==> src/hw/rtl/return_address_shadow_monitor_core_defines.svh <==
// assertion macros shared by the shadow monitor rtl
// no dependencies; included by files that carry concurrent assertions
`ifndef RETURN_ADDRESS_SHADOW_MONITOR_CORE_DEFINES_SVH
`define RETURN_ADDRESS_SHADOW_MONITOR_CORE_DEFINES_SVH
`ifndef NO_ASSERTIONS
// plain check every clock, off during reset
`define RASM_ASSERT(lbl, expr, msg) \
    lbl: assert property (@(posedge clk) disable iff (!rst_n) (expr)) else $error(msg);
// same-cycle implication
`define RASM_ASSERT_IMP(lbl, ante, cons, msg) \
    lbl: assert property (@(posedge clk) disable iff (!rst_n) (ante) |-> (cons)) \
        else $error(msg);
// next-cycle implication
`define RASM_ASSERT_NXT(lbl, ante, cons, msg) \
    lbl: assert property (@(posedge clk) disable iff (!rst_n) (ante) |=> (cons)) \
        else $error(msg);
`else
`define RASM_ASSERT(lbl, expr, msg)
`define RASM_ASSERT_IMP(lbl, ante, cons, msg)
`define RASM_ASSERT_NXT(lbl, ante, cons, msg)
`endif
`endif

==> src/hw/rtl/rasm_ram.sv <==
// generic single write port ram with one registered read port
// no dependencies
module rasm_ram #(
    parameter int WIDTH = 32,
    parameter int DEPTH = 4
) (
    input  logic                                   clk,
    input  logic                                   wr_en,
    input  logic [(DEPTH > 1 ? $clog2(DEPTH) : 1)-1:0] wr_addr,
    input  logic [WIDTH-1:0]                       wr_data,
    input  logic                                   rd_en,
    input  logic [(DEPTH > 1 ? $clog2(DEPTH) : 1)-1:0] rd_addr,
    output logic [WIDTH-1:0]                       rd_data
);

    logic [WIDTH-1:0] mem_reg [DEPTH];
    logic [WIDTH-1:0] rd_data_reg;

    always_ff @(posedge clk)
    begin
        if (wr_en)
        begin
            mem_reg[wr_addr] <= wr_data;
        end
        if (rd_en)
        begin
            rd_data_reg <= mem_reg[rd_addr];
        end
    end

    assign rd_data = rd_data_reg;

endmodule

==> config.mk <==
export PLATFORM = sky130hd
export DESIGN_NAME = rasm_ram
export DESIGN_NICKNAME = d
export VERILOG_FILES = /design/src/hw/rtl/return_address_shadow_monitor_core_defines.svh /design/src/hw/rtl/rasm_ram.sv
export SDC_FILE = /design/constraint.sdc
export NUM_CORES = 1
export LEC_CHECK = 0
export BUFFER_PORTS_ARGS = -buffer_cell sky130_fd_sc_hd__buf_2
export CAP_MARGIN = 20
export CORE_ASPECT_RATIO = 1.4
export CORE_UTILIZATION = 37
export CTS_BUF_LIST = sky130_fd_sc_hd__clkbuf_4 sky130_fd_sc_hd__clkbuf_8
export CTS_CLUSTER_DIAMETER = 120
export CTS_CLUSTER_SIZE = 28
export DETAILED_ROUTE_END_ITERATION = 16
export PLACE_DENSITY = 0.57
export SLEW_MARGIN = 10
export SYNTH_ARGS = -nofsm -noshare
export SYNTH_HDL_FRONTEND = slang
export SYNTH_SLANG_ARGS = --single-unit
==> constraint.sdc <==
create_clock -name clk -period 6.6 [get_ports clk]
set_input_delay 0.99 -clock clk [delete_from_list [all_inputs] [get_ports clk]]
set_output_delay 0.99 -clock clk [all_outputs]
set_load 0.01 [all_outputs]
==> impl_metrics.ini <==
[status]
run_status = complete, no violations

[sta]
fin_skew_ps = 8.53
setup_violations = 0
final_hold_viol_count = 0
setup_tns_ps = 0
maxSlewHeadroom_pct = 40.2
min_period_ps = 2050
fmaxAchievable_mhz = 487
post-route-period-util_pct = 31.1
slew_viol_final = 0
tightest_slew_ps = 897
rsz0062_at_grt = no

[critical_path]
crit_chain = buf_2 -> buf_4 -> mux4_1
critPathArrivalTime_ps = 2230
slowest_stage = mux4_1
crit_path_end_kind = register
path_max_fanout = 32
r2r_end = rd_data[28]$_DFFE_PP_
required_ps = 6770
reg2reg_setup_slack_ps = 5480
r2r_cells = 1
start_kind = primary input
slowest_delay_ps = 620
path_buf_inv = 2
r2r_start = mem_reg[3][28]$_DFFE_PP_
cpLargestDelayFamily = multiplexers
criticalPathCategory = in2reg

[power]
finalPower_uw = 2050
powerDensity_mw_per_mm2 = 311
vdd_drop_max_mv = 0.105
leakage_uw = 0.00222

[synthesis]
synth_top_area_share_pct = 85.0
synthCells = 203
synth_cell_type_count = 9
syn-cell-area_sq_mm = 0.00565
synth_top_cells_by_count = 160 x edfxtp_1, 30 x mux4_2, 3 x buf_12, 3 x buf_2
synth.most_common_cell = edfxtp_1
syn_area_per_cell_sq_um = 27.8
synth_edf_count = 160
yosys_most_used_dff = edfxtp_1
syn_nets = 242
synth_largest_area_cell = edfxtp_1
ys_seq_elements = 160
synth.area.top_cells = edfxtp_1 85%, mux4_2 12%, buf_12 1.1%, mux4_1 0.93%, and3b_1 0.31%
yosysWarnings = 0
ys_seq_area_share_pct = 85.0
synthArstFlopShare_pct = 0

[clock_network]
numClockSinks = 160
clk_pin_slew_ps = 70
worstSkewPairLatency_ps = 440
cts_buffer_depth = 2
postCtsSetupBuffers = 0
postCtsHoldBufs = 0
clockRootBuffer = clkbuf_8
cts_made_buffers = 17
cts_tree = done
htreeDepth = 4
post_cts_resized = 0

[grt]
gr-max-usage-layer = met2
grt_start_max_net_pins = 33
grt_pass1_wl_um = 14300
gr-total-overflow = 0
use_met2_pct = 22.6
use_met3_pct = 4.60
grt_usage_pct = 12.9
grt_util_met1_pct = 14.2
grt_pass1_vias = 2591
antenna_found_initial = 1

[placed_design]
port_buffers = 70
post_dp_cell_area_sq_mm = 0.00618
dp_hpwl_um = 5090
place_congestion = 0.649

[route]
drt_iter0_drc = 92
drcViolationCount = 0
antenna_left = 0
drtPass1Iterations = 4
via_per_inst = 4.73
totalWireLength_um = 9190
wire_per_inst_um = 18.6
dr_total_vias = 2334

[min_path]
holdCritPathClass = reg2reg
holdPathEnd = rd_data[0]$_DFFE_PP_
holdCritStartpoint = mem_reg[0][0]$_DFFE_PP_
hold_depth = 1

[layout]
largest_reg_flops = 128
fin_nets = 326
postLayoutCoreUtil_pct = 44.1
drive_gt1_share_pct = 45.7
area_delta_synth_final_pct = 17.1
fill_cells = 1309
fin_area_sq_mm = 0.00661

[floorplanning]
die_area_sq_mm = 0.0158
ios = 71
rows = 53
core-area_sq_mm = 0.0150
initial_utilization_pct = 37.7
die_h_um = 148
die-width_um = 106

[flow_run]
cap_violations = 0
==> report_power, final <==
part / internal [uW] / switching, uW
sequential: 1180 / 12.9
combinational: 47.7 / 55.9
clock: 415 / 342
total: 1640 / 410
==> cell usage in the layout, fill, tap and decap left out, drive strengths merged <==
cell type | synthesis | final
clkbuf | 0 | 18
edfxtp | 160 | 160
diode | 0 | 1
and3b | 2 | 2
clkinvlp | 0 | 3
bufinv | 0 | 4
and3 | 1 | 1
buf | 7 | 72
nor3b | 1 | 1
clkinv | 0 | 7
mux4 | 32 | 32
==> logic make-up (layout without fill, tap and decap cells) <==
kind of cell,count (synthesis),in the layout,synth area share [%]
other cells,0,1,0
mux,32,32,12.9
buf+inv,7,104,1.53
simple gates,4,4,0.554
flops,160,160,85.0
==> worst max path at each step <==
stage / startpoint / to / slack (ps) / cells after the start
2_1_floorplan: wr_addr[1] / mem_reg[0][0]$_DFFE_PP_ / 2740 / 1
3_3_place_gp: rd_addr[0] / rd_data[0]$_DFFE_PP_ / 4030 / 3
3_5_place_dp: rd_addr[0] / rd_data[31]$_DFFE_PP_ / 4040 / 3
4_1_cts: rd_addr[0] / rd_data[0]$_DFFE_PP_ / 4510 / 3
5_1_grt: rd_addr[0] / rd_data[31]$_DFFE_PP_ / 4440 / 3
6_report: rd_addr[0] / rd_data[0]$_DFFE_PP_ / 4550 / 3
==> stage by stage <==
| step | hold WS (ps) | setup slack [ps] | std cells |
|---|---|---|---|
| finish | 620 | 4550 | 493 |
| CTS | 625 | 4510 | 492 |
| global route | 641 | 4440 | 492 |
| detailed placement | 604 | 4040 | 460 |
| floorplan | 593 | 2740 | 203 |
| global placement | 597 | 4030 | 460 |
==> layout make-up <==
type | count | area, sq um | share of cell area, %
multi-input combinational | 36 | 768 | 11.6
tap | 192 | 240 | 3.63
clock buffer | 18 | 241 | 3.65
antenna | 1 | 2.50 | 0.0378
sequential | 160 | 4800 | 72.6
timing repair buffer | 72 | 365 | 5.52
clock inverter | 14 | 191 | 2.89
==> routing by layer <==
layer	wire, um	vias up
met1	3600	1234
met5	0	-
met2	5050	46
met4	126	0
met3	416	7
li1	-	1047
(Power assumes the default switching activity.)
