### src/hw/rtl/return_address_shadow_monitor_core_defines.svh
// assertion macros shared by the shadow monitor rtl
// no dependencies; included by files that carry concurrent assertions
`ifndef RETURN_ADDRESS_SHADOW_MONITOR_CORE_DEFINES_SVH
`define RETURN_ADDRESS_SHADOW_MONITOR_CORE_DEFINES_SVH
`ifndef NO_ASSERTIONS
// plain check every clock, off during reset
`define RASM_ASSERT(lbl, expr, msg) \
    lbl: assert property (@(posedge clk) disable iff (!rst_n) (expr)) else $error(msg);
// same-cycle implication
`define RASM_ASSERT_IMP(lbl, ante, cons, msg) \
    lbl: assert property (@(posedge clk) disable iff (!rst_n) (ante) |-> (cons)) \
        else $error(msg);
// next-cycle implication
`define RASM_ASSERT_NXT(lbl, ante, cons, msg) \
    lbl: assert property (@(posedge clk) disable iff (!rst_n) (ante) |=> (cons)) \
        else $error(msg);
`else
`define RASM_ASSERT(lbl, expr, msg)
`define RASM_ASSERT_IMP(lbl, ante, cons, msg)
`define RASM_ASSERT_NXT(lbl, ante, cons, msg)
`endif
`endif

### src/hw/rtl/rasm_pkg.sv
// shared types, field widths and codes of the return address shadow monitor
// no dependencies
package rasm_pkg;

    localparam int ADDR_W   = 32;
    localparam int MODE_W   = 2;
    localparam int THREAD_W = 2;
    localparam int STATUS_W = 3;
    localparam int UNWOUND_W = 6;

    localparam int DEF_THREADS = 4;
    localparam int DEF_ENTRIES = 32;

    localparam logic [MODE_W-1:0] MODE_CALL = 2'd0;
    localparam logic [MODE_W-1:0] MODE_RET  = 2'd1;

    localparam logic [STATUS_W-1:0] ST_CALL_STORED   = 3'd0;
    localparam logic [STATUS_W-1:0] ST_CALL_OVERFLOW = 3'd1;
    localparam logic [STATUS_W-1:0] ST_RET_TOP       = 3'd2;
    localparam logic [STATUS_W-1:0] ST_RET_BELOW     = 3'd3;
    localparam logic [STATUS_W-1:0] ST_RET_NOT_FOUND = 3'd4;
    localparam logic [STATUS_W-1:0] ST_PUSH_DISCARD  = 3'd5;
    localparam logic [STATUS_W-1:0] ST_WRITE_CLEAN   = 3'd6;
    localparam logic [STATUS_W-1:0] ST_OVERWRITE     = 3'd7;

    // what a cell hands to its upper neighbor
    typedef struct packed {
        logic              lt;
        logic [ADDR_W-1:0] value;
    } rasm_link_t;

    typedef enum logic [1:0] {
        S_IDLE = 2'b01,
        S_EXEC = 2'b10
    } rasm_state_t;

endpackage

### src/hw/rtl/rasm_ram.sv
// generic single write port ram with one registered read port
// no dependencies
module rasm_ram #(
    parameter int WIDTH = 32,
    parameter int DEPTH = 4
) (
    input  logic                                   clk,
    input  logic                                   wr_en,
    input  logic [(DEPTH > 1 ? $clog2(DEPTH) : 1)-1:0] wr_addr,
    input  logic [WIDTH-1:0]                       wr_data,
    input  logic                                   rd_en,
    input  logic [(DEPTH > 1 ? $clog2(DEPTH) : 1)-1:0] rd_addr,
    output logic [WIDTH-1:0]                       rd_data
);

    logic [WIDTH-1:0] mem_reg [DEPTH];
    logic [WIDTH-1:0] rd_data_reg;

    always_ff @(posedge clk)
    begin
        if (wr_en)
        begin
            mem_reg[wr_addr] <= wr_data;
        end
        if (rd_en)
        begin
            rd_data_reg <= mem_reg[rd_addr];
        end
    end

    assign rd_data = rd_data_reg;

endmodule

### src/hw/rtl/rasm_cell.sv
// one slot of the ring of shadow cells: per-thread storage, compare, shift-in
// depends on rasm_pkg and rasm_ram
module rasm_cell #(
    parameter int THREADS = 4,
    parameter int ENTRIES = 32,
    parameter int CELL_ID = 0
) (
    input  logic                                       clk,
    input  logic                                       rd_en,
    input  logic [(THREADS > 1 ? $clog2(THREADS) : 1)-1:0] rd_thread,
    input  logic [(THREADS > 1 ? $clog2(THREADS) : 1)-1:0] wr_thread,
    input  logic                                       ins_en,
    input  logic [$clog2(ENTRIES)-1:0]                 base,
    input  logic [$clog2(ENTRIES+1)-1:0]               cnt,
    input  logic [rasm_pkg::ADDR_W-1:0]                address,
    input  rasm_pkg::rasm_link_t                       link_prev,
    output rasm_pkg::rasm_link_t                       link_out,
    output logic                                       eq,
    output logic [$clog2(ENTRIES)-1:0]                 eq_pos,
    output logic [rasm_pkg::ADDR_W-1:0]                low_val
);
    import rasm_pkg::*;

    localparam int IDXW = $clog2(ENTRIES);
    localparam logic [IDXW+1:0] ENT_W = (IDXW+2)'(ENTRIES);
    localparam logic [IDXW+1:0] CID_W = (IDXW+2)'(CELL_ID);

    logic [ADDR_W-1:0] val;
    logic [IDXW+1:0]   diff;
    logic [IDXW-1:0]   j;
    logic              occ;
    logic              lt;
    logic              wr;
    logic [ADDR_W-1:0] wr_val;

    // logical slot of this cell relative to the thread's ring base
    always_comb
    begin
        diff = CID_W + ENT_W - {2'b00, base};
        if (diff >= ENT_W)
        begin
            diff = diff - ENT_W;
        end
    end
    assign j   = diff[IDXW-1:0];
    assign occ = 16'(j) < 16'(cnt);
    assign lt  = occ && (val < address);
    assign eq  = occ && (val == address);

    assign link_out.lt    = lt;
    assign link_out.value = val;
    assign eq_pos  = eq ? j : '0;
    assign low_val = (occ && (j == '0)) ? val : '0;

    // insert: the slot at the insert point takes the new address, slots above it take the lower neighbor's word
    assign wr     = ins_en && (16'(j) <= 16'(cnt)) && !lt;
    assign wr_val = ((j == '0) || link_prev.lt) ? address : link_prev.value;

    rasm_ram #(
        .WIDTH (ADDR_W),
        .DEPTH (THREADS)
    ) u_ram (
        .clk     (clk),
        .wr_en   (wr),
        .wr_addr (wr_thread),
        .wr_data (wr_val),
        .rd_en   (rd_en),
        .rd_addr (rd_thread),
        .rd_data (val)
    );

endmodule

### config.mk
export PLATFORM = sky130hd
export DESIGN_NAME = rasm_cell
export DESIGN_NICKNAME = d
export VERILOG_FILES = /design/src/hw/rtl/return_address_shadow_monitor_core_defines.svh /design/src/hw/rtl/rasm_pkg.sv /design/src/hw/rtl/rasm_ram.sv /design/src/hw/rtl/rasm_cell.sv
export SDC_FILE = /design/constraint.sdc
export NUM_CORES = 1
export LEC_CHECK = 0
export ABC_AREA = 1
export BUFFER_PORTS_ARGS = -buffer_cell sky130_fd_sc_hd__buf_2
export CAP_MARGIN = 20
export CORE_UTILIZATION = 45
export CTS_CLUSTER_DIAMETER = 150
export DETAILED_ROUTE_END_ITERATION = 16
export GPL_TIMING_DRIVEN = 0
export PLACE_DENSITY = 0.8
export SLEW_MARGIN = 10
export SYNTH_ARGS = -nofsm -noshare
export SYNTH_HDL_FRONTEND = slang
export SYNTH_HIERARCHICAL = 1
export SYNTH_SLANG_ARGS = --single-unit
### constraint.sdc
create_clock -name clk -period 4.7 [get_ports clk]
set_input_delay 0.235 -clock clk [delete_from_list [all_inputs] [get_ports clk]]
set_output_delay 0.235 -clock clk [all_outputs]
set_load 0.02 [all_outputs]
==> impl_metrics.tcl, run 1 <==
set metrics [dict create \
    cts_hold_buf 0 \
    root_buffer "clkbuf_16" \
    layout_commonest_cell "inv_1" \
    ys_warn_count 6 \
    syn_inst 876 \
    syn_to_final_growth_pct 21.8 \
    hold_class "input pin to flop" \
    setup_ws_ns 1.20 \
    slowest_stage "nor3_2" \
    cp.depth 19 \
    final_core_util_pct 55.9 \
    drt-initial-drc-count 595 \
    hold_viol_final 0 \
    cts_resized 0 \
    die_area_um2 18800 \
    antenna_left 0 \
    routed_wirelength_mm 19.7 \
    die_y_um 137 \
    status "finished, final reports clean" \
    synth-compound-area-share_pct 3.62 \
    postCtsSetupRepairBufs 0 \
    preCtsSetupSlack_ns 0.747 \
    max_freq_ghz 0.285 \
    cp-endpoint "u_ram/mem_reg[0][10]" \
    ys_seq_elements 160 \
    min-delay-start "rd_thread[1]" \
    startpoint "base[0]" \
    r2r_setup_slack_ns 1.35 \
    drv_slew 0 \
    crit_family "simple AND/OR/NAND/NOR gates" \
    reg2reg_from "u_ram/rd_data[15]" \
    reg2regPathDepth 13 \
    synthAdderAreaFrac_pct 5.79 \
    path_class "input pin to flop" \
    clk_pin_slew_ns 0.05 \
    syn_area_per_cell_um2 9.38 \
    path_cells "buf_2 > inv_1 > ha_1 > inv_1 > nor2_4 > nand2_1 > xnor2_2 > inv_1 > ha_1 > inv_1 > nor3_1 > a21oi_1 > nand3_1 > nor2_1 > a21oi_1 > inv_1 > nor3_2 > buf_4 > buf_6" \
    grt.total_usage_pct 22.3 \
    synthSimpleGateAreaFrac_pct 18.5 \
    port_buffers 152 \
    maxCapViolations 0 \
    antenna_found_initial 1 \
    largest_reg_flops 128 \
    crit_top_cell "inv_1" \
    final.period_utilization_pct 74.6 \
    p_leak_nw 5.06 \
    nets 1180 \
    cp-start-kind "input pin" \
    drc 0 \
    synth_xor_area_share_pct 0.396 \
    slew_headroom_pct 41.6 \
    skew_ns 0.00764 \
    cts_sinks 160 \
    synth_nets 997 \
    min_period_ns 3.50 \
    wl_per_cell_um 15.2 \
    vias 6315 \
    placementRows 49 \
    die-width_um 137 \
    tns_ns 0 \
    r2r-end "u_ram/mem_reg[0][10]" \
    required_ns 4.83 \
    crit_fanout 10 \
    grt_max_degree 33 \
    grt_pass1_vias 6027 \
    htree_levels 4 \
    power.density_nw_per_um2 352 \
    place_congestion 0.759 \
    syn_area_um2 8220 \
    cp.arrival_ns 3.63 \
    worst-path-buf-inv 8 \
    fin_area_um2 10000 \
    grt_pass1_wl_mm 30.4 \
    initial_core_util_pct 45.9 \
    vdd_drop_max_mv 0.255 \
    layout.cells.most_common_list "inv_1 (223), nand2_1 (205), buf_2 (164)" \
    clockBufferDepth 2 \
    drive_gt1_share_pct 21.9 \
    ys_seq_area_share_pct 58.5 \
    crit_path_end_kind "flop" \
    synth_cell_types 25 \
    grt_overflow 0 \
    first_pass_iters 5 \
    ios 154 \
    clk_latency_ns 0.42 \
    cts_buffers 17 \
    placed_area_um2 9400 \
    synth_top_family_by_area "simple AND/OR/NAND/NOR gates" \
    setup_violations 0 \
    via_per_inst 4.86 \
    dp_hpwl_mm 14.1 \
    core_um2 17900 \
    cts_tree "built" \
    cpPeakStageDelay_ns 0.67 \
    muxShareOfSynthArea_pct 0 \
    tightest_slew_ns 0.871 \
    rsz0062_at_grt "no" \
]
==> area by class of cell <==
class | instances | area [um^2]
clock buffer | 21 | 440
fill | 1502 | 7900
buffer | 30 | 248
tap | 229 | 287
timing repair buffer | 164 | 877
inverter | 224 | 841
antenna | 1 | 2.50
multi-input combinational | 462 | 2340
sequential | 160 | 4800
clock inverter | 9 | 165
==> worst reg2reg max path, stage by stage, from the launching register on <==
cell and delay [ns]:
edfxtp_1 0.50, ha_1 0.35, nand2_1 0.07, nor2_1 0.17, nand2_1 0.15, inv_1 0.08
nand2_1 0.05, nand2_1 0.13, nand2_1 0.09, a21oi_1 0.16, inv_1 0.13, nor3_2 0.67
buf_4 0.34, buf_6 0.17
==> through the flow <==
step                instances  total power [mW]  hold WS [ns]
floorplan                 876              1.96         0.347
global placement         1257              2.10         0.594
detailed placement       1269              2.12         0.604
CTS                      1299              3.54         0.185
global route             1300              3.66         0.193
finish                   1300              3.53         0.207
==> Yosys cell counts <==
| master | count | area, um^2 |
|---|---|---|
| nand2_4 | 1 | 11.3 |
| nand4_1 | 4 | 25.0 |
| and2_1 | 1 | 6.26 |
| nand3_1 | 69 | 345 |
| nand3_2 | 1 | 10.0 |
| a21o_1 | 1 | 7.51 |
| edfxtp_1 | 160 | 4800 |
| inv_1 | 223 | 837 |
| o21ai_0 | 3 | 15.0 |
| xor2_2 | 1 | 16.3 |
| inv_2 | 1 | 3.75 |
| a21oi_1 | 38 | 190 |
| buf_8 | 3 | 45.0 |
| nor3_1 | 6 | 30.0 |
| nor2_1 | 82 | 308 |
| nand2_1 | 205 | 769 |
| o21bai_1 | 1 | 7.51 |
| ha_1 | 38 | 475 |
| xnor2_2 | 1 | 16.3 |
| o21a_1 | 1 | 7.51 |
| buf_2 | 12 | 60.1 |
| nor2_4 | 1 | 11.3 |
| buf_4 | 7 | 52.6 |
| a21oi_2 | 8 | 70.1 |
| buf_6 | 8 | 90.1 |
==> worst min-delay path by stage <==
| stage | cells after the start | end | slack [ns] |
|---|---|---|---|
| finish | 3 | u_ram/rd_data[0] | 0.21 |
| global route | 3 | u_ram/rd_data[31] | 0.19 |
| CTS | 3 | u_ram/rd_data[31] | 0.18 |
| detailed placement | 4 | u_ram/rd_data[27] | 0.60 |
| global placement | 4 | u_ram/rd_data[4] | 0.59 |
| floorplan | 0 | u_ram/rd_data[0] | 0.35 |
==> logic make-up (layout without fill, tap and decap cells) <==
family,count (synthesis),count (layout)
simple gates,370,370
buf+inv,254,448
flops,160,160
compound gates,52,52
fa+ha+maj,38,38
xor+xnor,2,2
other cells,0,1
==> power breakdown <==
part	internal [mW]	total, mW	switching (mW)
clock network	0.928	1.43	0.500
logic	0.149	0.421	0.271
registers	1.65	1.68	0.0260
==> metal layers <==
layer	vias to the layer above	wire length [um]	track usage [%]
met2	283	9400	36.5
met5	-	0	0
met4	0	557	10.6
li1	3092	-	-
met1	2898	8400	28.3
met3	42	1360	4.52
No activity file was read; power rests on OpenSTA's default activity.
==> run 2, diff against run 1 <==
==> constraint.sdc (replaced) <==
create_clock -name clk -period 3.15 [get_ports clk]
set_input_delay 0.1575 -clock clk [delete_from_list [all_inputs] [get_ports clk]]
set_output_delay 0.1575 -clock clk [all_outputs]
set_load 0.02 [all_outputs]
==> impl_metrics.tcl, run 2 (synthesis gave the netlist of run 1 again) <==
set metrics [dict create \
    grt_overflow 0 \
    core_um2 17900 \
    worst-path-buf-inv 3 \
    hold_depth 3 \
    dp_hpwl_mm 14.2 \
    drc 0 \
    cts_sinks 160 \
    path_class "flop to flop" \
    port_buffers 152 \
    power_mw 5.16 \
    layout.cells.most_common_list "inv_1 (223), nand2_1 (205), buf_2 (164)" \
    first_pass_iters 5 \
    layout_commonest_cell "inv_1" \
    clk_pin_slew_ns 0.06 \
    setup_ws_ns 0.223 \
    power.density_nw_per_um2 505 \
    final_core_util_pct 57.0 \
    antenna_found_initial 0 \
    wl_per_cell_um 15.5 \
    nets 1188 \
    vias 6431 \
    r2r-end "u_ram/mem_reg[0][11]" \
    slew_headroom_pct 43.8 \
    placementRows 49 \
    crit_family "simple AND/OR/NAND/NOR gates" \
    path_cells "ha_1 > nand2_1 > nor2_1 > nand4_1 > a21oi_1 > nor2_1 > a21oi_1 > inv_1 > nor3_4 > buf_8 > buf_16" \
    clockBufferDepth 2 \
    slowest_stage "edfxtp_1" \
    grt_pass1_vias 6036 \
    antenna_cells 0 \
    vdd_drop_max_mv 0.414 \
    preCtsSetupSlack_ns -0.432 \
    max_freq_ghz 0.342 \
    tightest_slew_ns 0.843 \
    min-delay-start "rd_thread[1]" \
    htree_levels 4 \
    skew_ns 0.00894 \
    routed_wirelength_mm 20.2 \
    cts_tree "built" \
    setup_violations 0 \
    drv_slew 0 \
    cpPeakStageDelay_ns 0.42 \
    regArea_um2 4800 \
    multiInputGateArea_um2 2380 \
    antenna_left 0 \
    cp.arrival_ns 3.05 \
    maxCapViolations 0 \
    via_per_inst 4.92 \
    crit_path_end_kind "flop" \
    status "finished, final reports clean" \
    nFillCells 1449 \
    hold_viol_final 0 \
    grt_max_degree 33 \
    die-width_um 137 \
    largest_reg_flops 128 \
    root_buffer "clkbuf_16" \
    cts_buffers 17 \
    grt_pass1_wl_mm 31.2 \
    drive_gt1_share_pct 23.2 \
    reg2reg_from "u_ram/rd_data[29]" \
    grt.total_usage_pct 22.5 \
    crit_fanout 14 \
    drt-initial-drc-count 647 \
    hold_class "input pin to flop" \
    place_congestion 0.780 \
    min_period_ns 2.93 \
    die_y_um 137 \
    final.period_utilization_pct 92.9 \
    cp-start-kind "flop" \
    clk_latency_ns 0.41 \
    required_ns 3.27 \
    tns_ns 0 \
    ios 154 \
    p_leak_nw 5.15 \
    hold_end "u_ram/rd_data[0]" \
    syn_to_final_growth_pct 24.3 \
    r2r_setup_slack_ns 0.22 \
    reg2regPathDepth 11 \
    initial_core_util_pct 45.9 \
    die_area_um2 18800 \
]
-- run 2: cell count changes in the layout (fill, tap and decap cells not counted), moves of 2 or more --
cell,delta
buf_16,+5
buf_6,-5
clkinv_2,+5
nor3_4,+4
buf_12,+3
buf_4,+3
clkbuf_1,-3
nor3_2,-3
buf_8,+2
bufinv_16,-2
clkinv_1,-2
clkinvlp_4,+2
-- run 2: metrics by stage --
| step | cell area [um^2] | instances | hold slack [ns] |
|---|---|---|---|
| 2_1_floorplan | 8240 | 876 | 0.270 |
| 3_3_place_gp | 9280 | 1257 | 0.513 |
| 3_5_place_dp | 9490 | 1265 | 0.526 |
| 4_1_cts | 10100 | 1298 | 0.103 |
| 5_1_grt | 10200 | 1308 | 0.101 |
| 6_report | 10200 | 1308 | 0.124 |
-- run 2: how the worst max path moves through the flow --
stage | from | endpoint | cells past startpoint | slack (ns)
finish | u_ram/rd_data[29] | u_ram/mem_reg[0][11] | 11 | 0.22
global route | base[0] | u_ram/mem_reg[0][11] | 19 | -0.02
CTS | base[0] | u_ram/mem_reg[0][11] | 20 | 0.00001
detailed placement | base[0] | u_ram/mem_reg[0][19] | 20 | -0.43
global placement | base[0] | u_ram/mem_reg[3][9] | 18 | -1.81
floorplan | base[0] | u_ram/mem_reg[1][0] | 16 | -0.46
-- run 2: layout make-up --
class                      instances  share of cell area, %
buffer                            30                   2.43
clock buffer                      18                   4.20
clock inverter                    13                   1.43
inverter                         224                   8.24
multi-input combinational        462                   23.3
sequential                       160                   47.1
tap                              229                   2.81
timing repair buffer             172                   10.5
-- run 2: timing repair --
action                                  in CTS  in global routing
pin swaps                                    1                  5
hold buffers                                 0                  0
gates resized for setup                      0                  3
endpoints found under the setup margin      12                151
endpoints found under the hold margin        0                  0
buffers inserted                             2                 10
-- run 2: per-layer routing --
layer	share of wire, %	global-route usage [%]	routed length [um]	vias up
met2	51	38.9	10300	258
li1	-	-	-	3114
met5	0	0	0	-
met1	40	27.7	8160	3020
met4	2.2	8.49	455	0
met3	6.5	4.59	1320	39
-- run 2: report_power, final --
part	internal [mW]	switching, mW	leakage [nW]
registers	2.46	0.0397	1.47
clock network	1.23	0.761	0.280
logic	0.246	0.423	3.40
-- run 2: worst min-delay path, stage by stage --
cell and delay (ns):
buf_6 0.10, nand3_1 0.09, nand2_1 0.08
==> run 3, diff against run 2 <==
--- a/config.mk
+++ b/config.mk
@@ -8,11 +8,13 @@
 export ABC_AREA = 1
 export BUFFER_PORTS_ARGS = -buffer_cell sky130_fd_sc_hd__buf_2
 export CAP_MARGIN = 20
+export CORE_MARGIN = 2
 export CORE_UTILIZATION = 45
-export CTS_CLUSTER_DIAMETER = 150
+export CTS_CLUSTER_DIAMETER = 120
 export DETAILED_ROUTE_END_ITERATION = 16
 export GPL_TIMING_DRIVEN = 0
 export PLACE_DENSITY = 0.8
+export SETUP_SLACK_MARGIN = 0.3
 export SLEW_MARGIN = 10
 export SYNTH_ARGS = -nofsm -noshare
 export SYNTH_HDL_FRONTEND = slang
==> impl_metrics.tcl, run 3 (synthesis gave the netlist of run 1 again) <==
set metrics [dict create \
    reg2reg_from "u_ram/rd_data[23]" \
    power.density_nw_per_um2 504 \
    hold_viol_final 0 \
    first_pass_iters 5 \
    vdd_drop_max_mv 0.415 \
    largest_reg_flops 128 \
    clk_pin_slew_ns 0.06 \
    crit_fanout 10 \
    core_um2 18000 \
    routed_wirelength_mm 20.5 \
    antenna_found_initial 1 \
    port_buffers 152 \
    min_period_ns 2.71 \
    final_core_util_pct 57.6 \
    crit_path_end_kind "primary output" \
    dp_hpwl_mm 14.3 \
    min-delay-start "rd_thread[1]" \
    die_y_um 139 \
    cts_sinks 160 \
    maxCapViolations 0 \
    clockBufferDepth 2 \
    via_per_inst 4.83 \
    initial_core_util_pct 45.7 \
    path_class "input pin to primary output" \
    hold_class "input pin to flop" \
    setup_ws_ns 0.443 \
    max_freq_ghz 0.369 \
    drive_gt1_share_pct 24.3 \
    hold_depth 3 \
    root_buffer "clkbuf_16" \
    drv_slew 0 \
    grt_overflow 0 \
    wl_per_cell_um 15.6 \
    tightest_slew_ns 0.886 \
    grt_pass1_vias 6094 \
    final.period_utilization_pct 85.9 \
    required_ns 2.99 \
    placementRows 49 \
    die-width_um 139 \
    cp-start-kind "input pin" \
    cts_buffers 17 \
    die_area_um2 19400 \
    r2r-end "u_ram/mem_reg[1][20]" \
    grt_max_degree 33 \
    setup_violations 0 \
    htree_levels 4 \
    place_congestion 0.808 \
    skew_ns 0.00676 \
    slew_headroom_pct 41.0 \
    reg2regPathDepth 11 \
    syn_to_final_growth_pct 26.0 \
    preCtsSetupSlack_ns -0.312 \
    r2r_setup_slack_ns 0.46 \
    rsz0062_at_grt "no" \
    placed_area_um2 9550 \
    hold_end "u_ram/rd_data[31]" \
    grt.total_usage_pct 21.2 \
    vias 6345 \
    layout.cells.most_common_list "inv_1 (218), nand2_1 (204), edfxtp_1 (160)" \
    grt_pass1_wl_mm 31.3 \
    cts_tree "built" \
    cts_hold_buf 0 \
    drt-initial-drc-count 592 \
    tns_ns 0 \
    fin_area_um2 10300 \
    clk_latency_ns 0.42 \
    p_leak_nw 5.18 \
    layout_commonest_cell "inv_1" \
    cp.arrival_ns 2.55 \
    status "finished, final reports clean" \
    ios 154 \
    nets 1192 \
    antenna_left 0 \
    drc 0 \
]
==> run 3: stage by stage <==
stage               instances  hold WS (ns)  power (mW)
global placement         1257         0.535        3.15
finish                   1314         0.119        5.22
detailed placement       1265         0.538        3.20
global route             1313         0.110        5.41
CTS                      1307         0.103        5.21
floorplan                 876         0.270        2.94
==> run 3: worst max path at each step <==
stage                            startpoint              endpoint
after floorplan                     base[1]   u_ram/mem_reg[0][0]
after CTS                 u_ram/rd_data[15]  u_ram/mem_reg[1][20]
after global placement              base[0]  u_ram/mem_reg[0][18]
after detailed placement            base[0]  u_ram/mem_reg[1][18]
after global routing                base[0]           low_val[17]
final                               base[0]           low_val[16]
==> run 3: critical path, cell delays in order <==
cell and delay (ns):
buf_2 0.14, inv_12 0.06, ha_4 0.12, inv_2 0.04
nor2_4 0.16, nand2_4 0.09, xnor2_4 0.18, inv_1 0.07
ha_1 0.30, inv_2 0.08, nor2_1 0.04, nand2_1 0.06
nand2_1 0.08, a21oi_4 0.18, nand4_1 0.12, buf_4 0.19
buf_4 0.20, nor2_1 0.11, buf_2 0.17
==> run 3: final cells by class <==
type,count,area (um^2)
Fill cell,1477,7610
Sequential cell,160,4800
Antenna cell,1,2.50
Tap cell,229,287
Clock buffer,20,437
Clock inverter,12,143
Buffer,30,253
Multi-Input combinational cell,462,2440
Timing Repair Buffer,176,1120
Inverter,224,866
==> run 3: what timing repair did <==
item | 4_1_cts | 5_1_grt
buffers inserted | 10 | 6
resized for setup | 2 | 12
endpoints found under the setup margin | 146 | 130
pin swaps | 5 | 4
==> run 3: power by group <==
group	internal (mW)	switching, mW	leakage [nW]
logic	0.257	0.433	3.44
clock network	1.23	0.791	0.273
registers	2.46	0.0382	1.47
==> run 3: metal layers <==
| metal | share of wire, % | wire [um] | vias up | GRT usage (%) |
|---|---|---|---|---|
| met5 | 0 | 0 | - | 0 |
| met1 | 41 | 8330 | 2937 | 26.5 |
| met4 | 2.0 | 411 | 0 | 6.43 |
| met3 | 6.9 | 1410 | 29 | 4.83 |
| li1 | - | - | 3124 | - |
| met2 | 50 | 10300 | 255 | 36.9 |
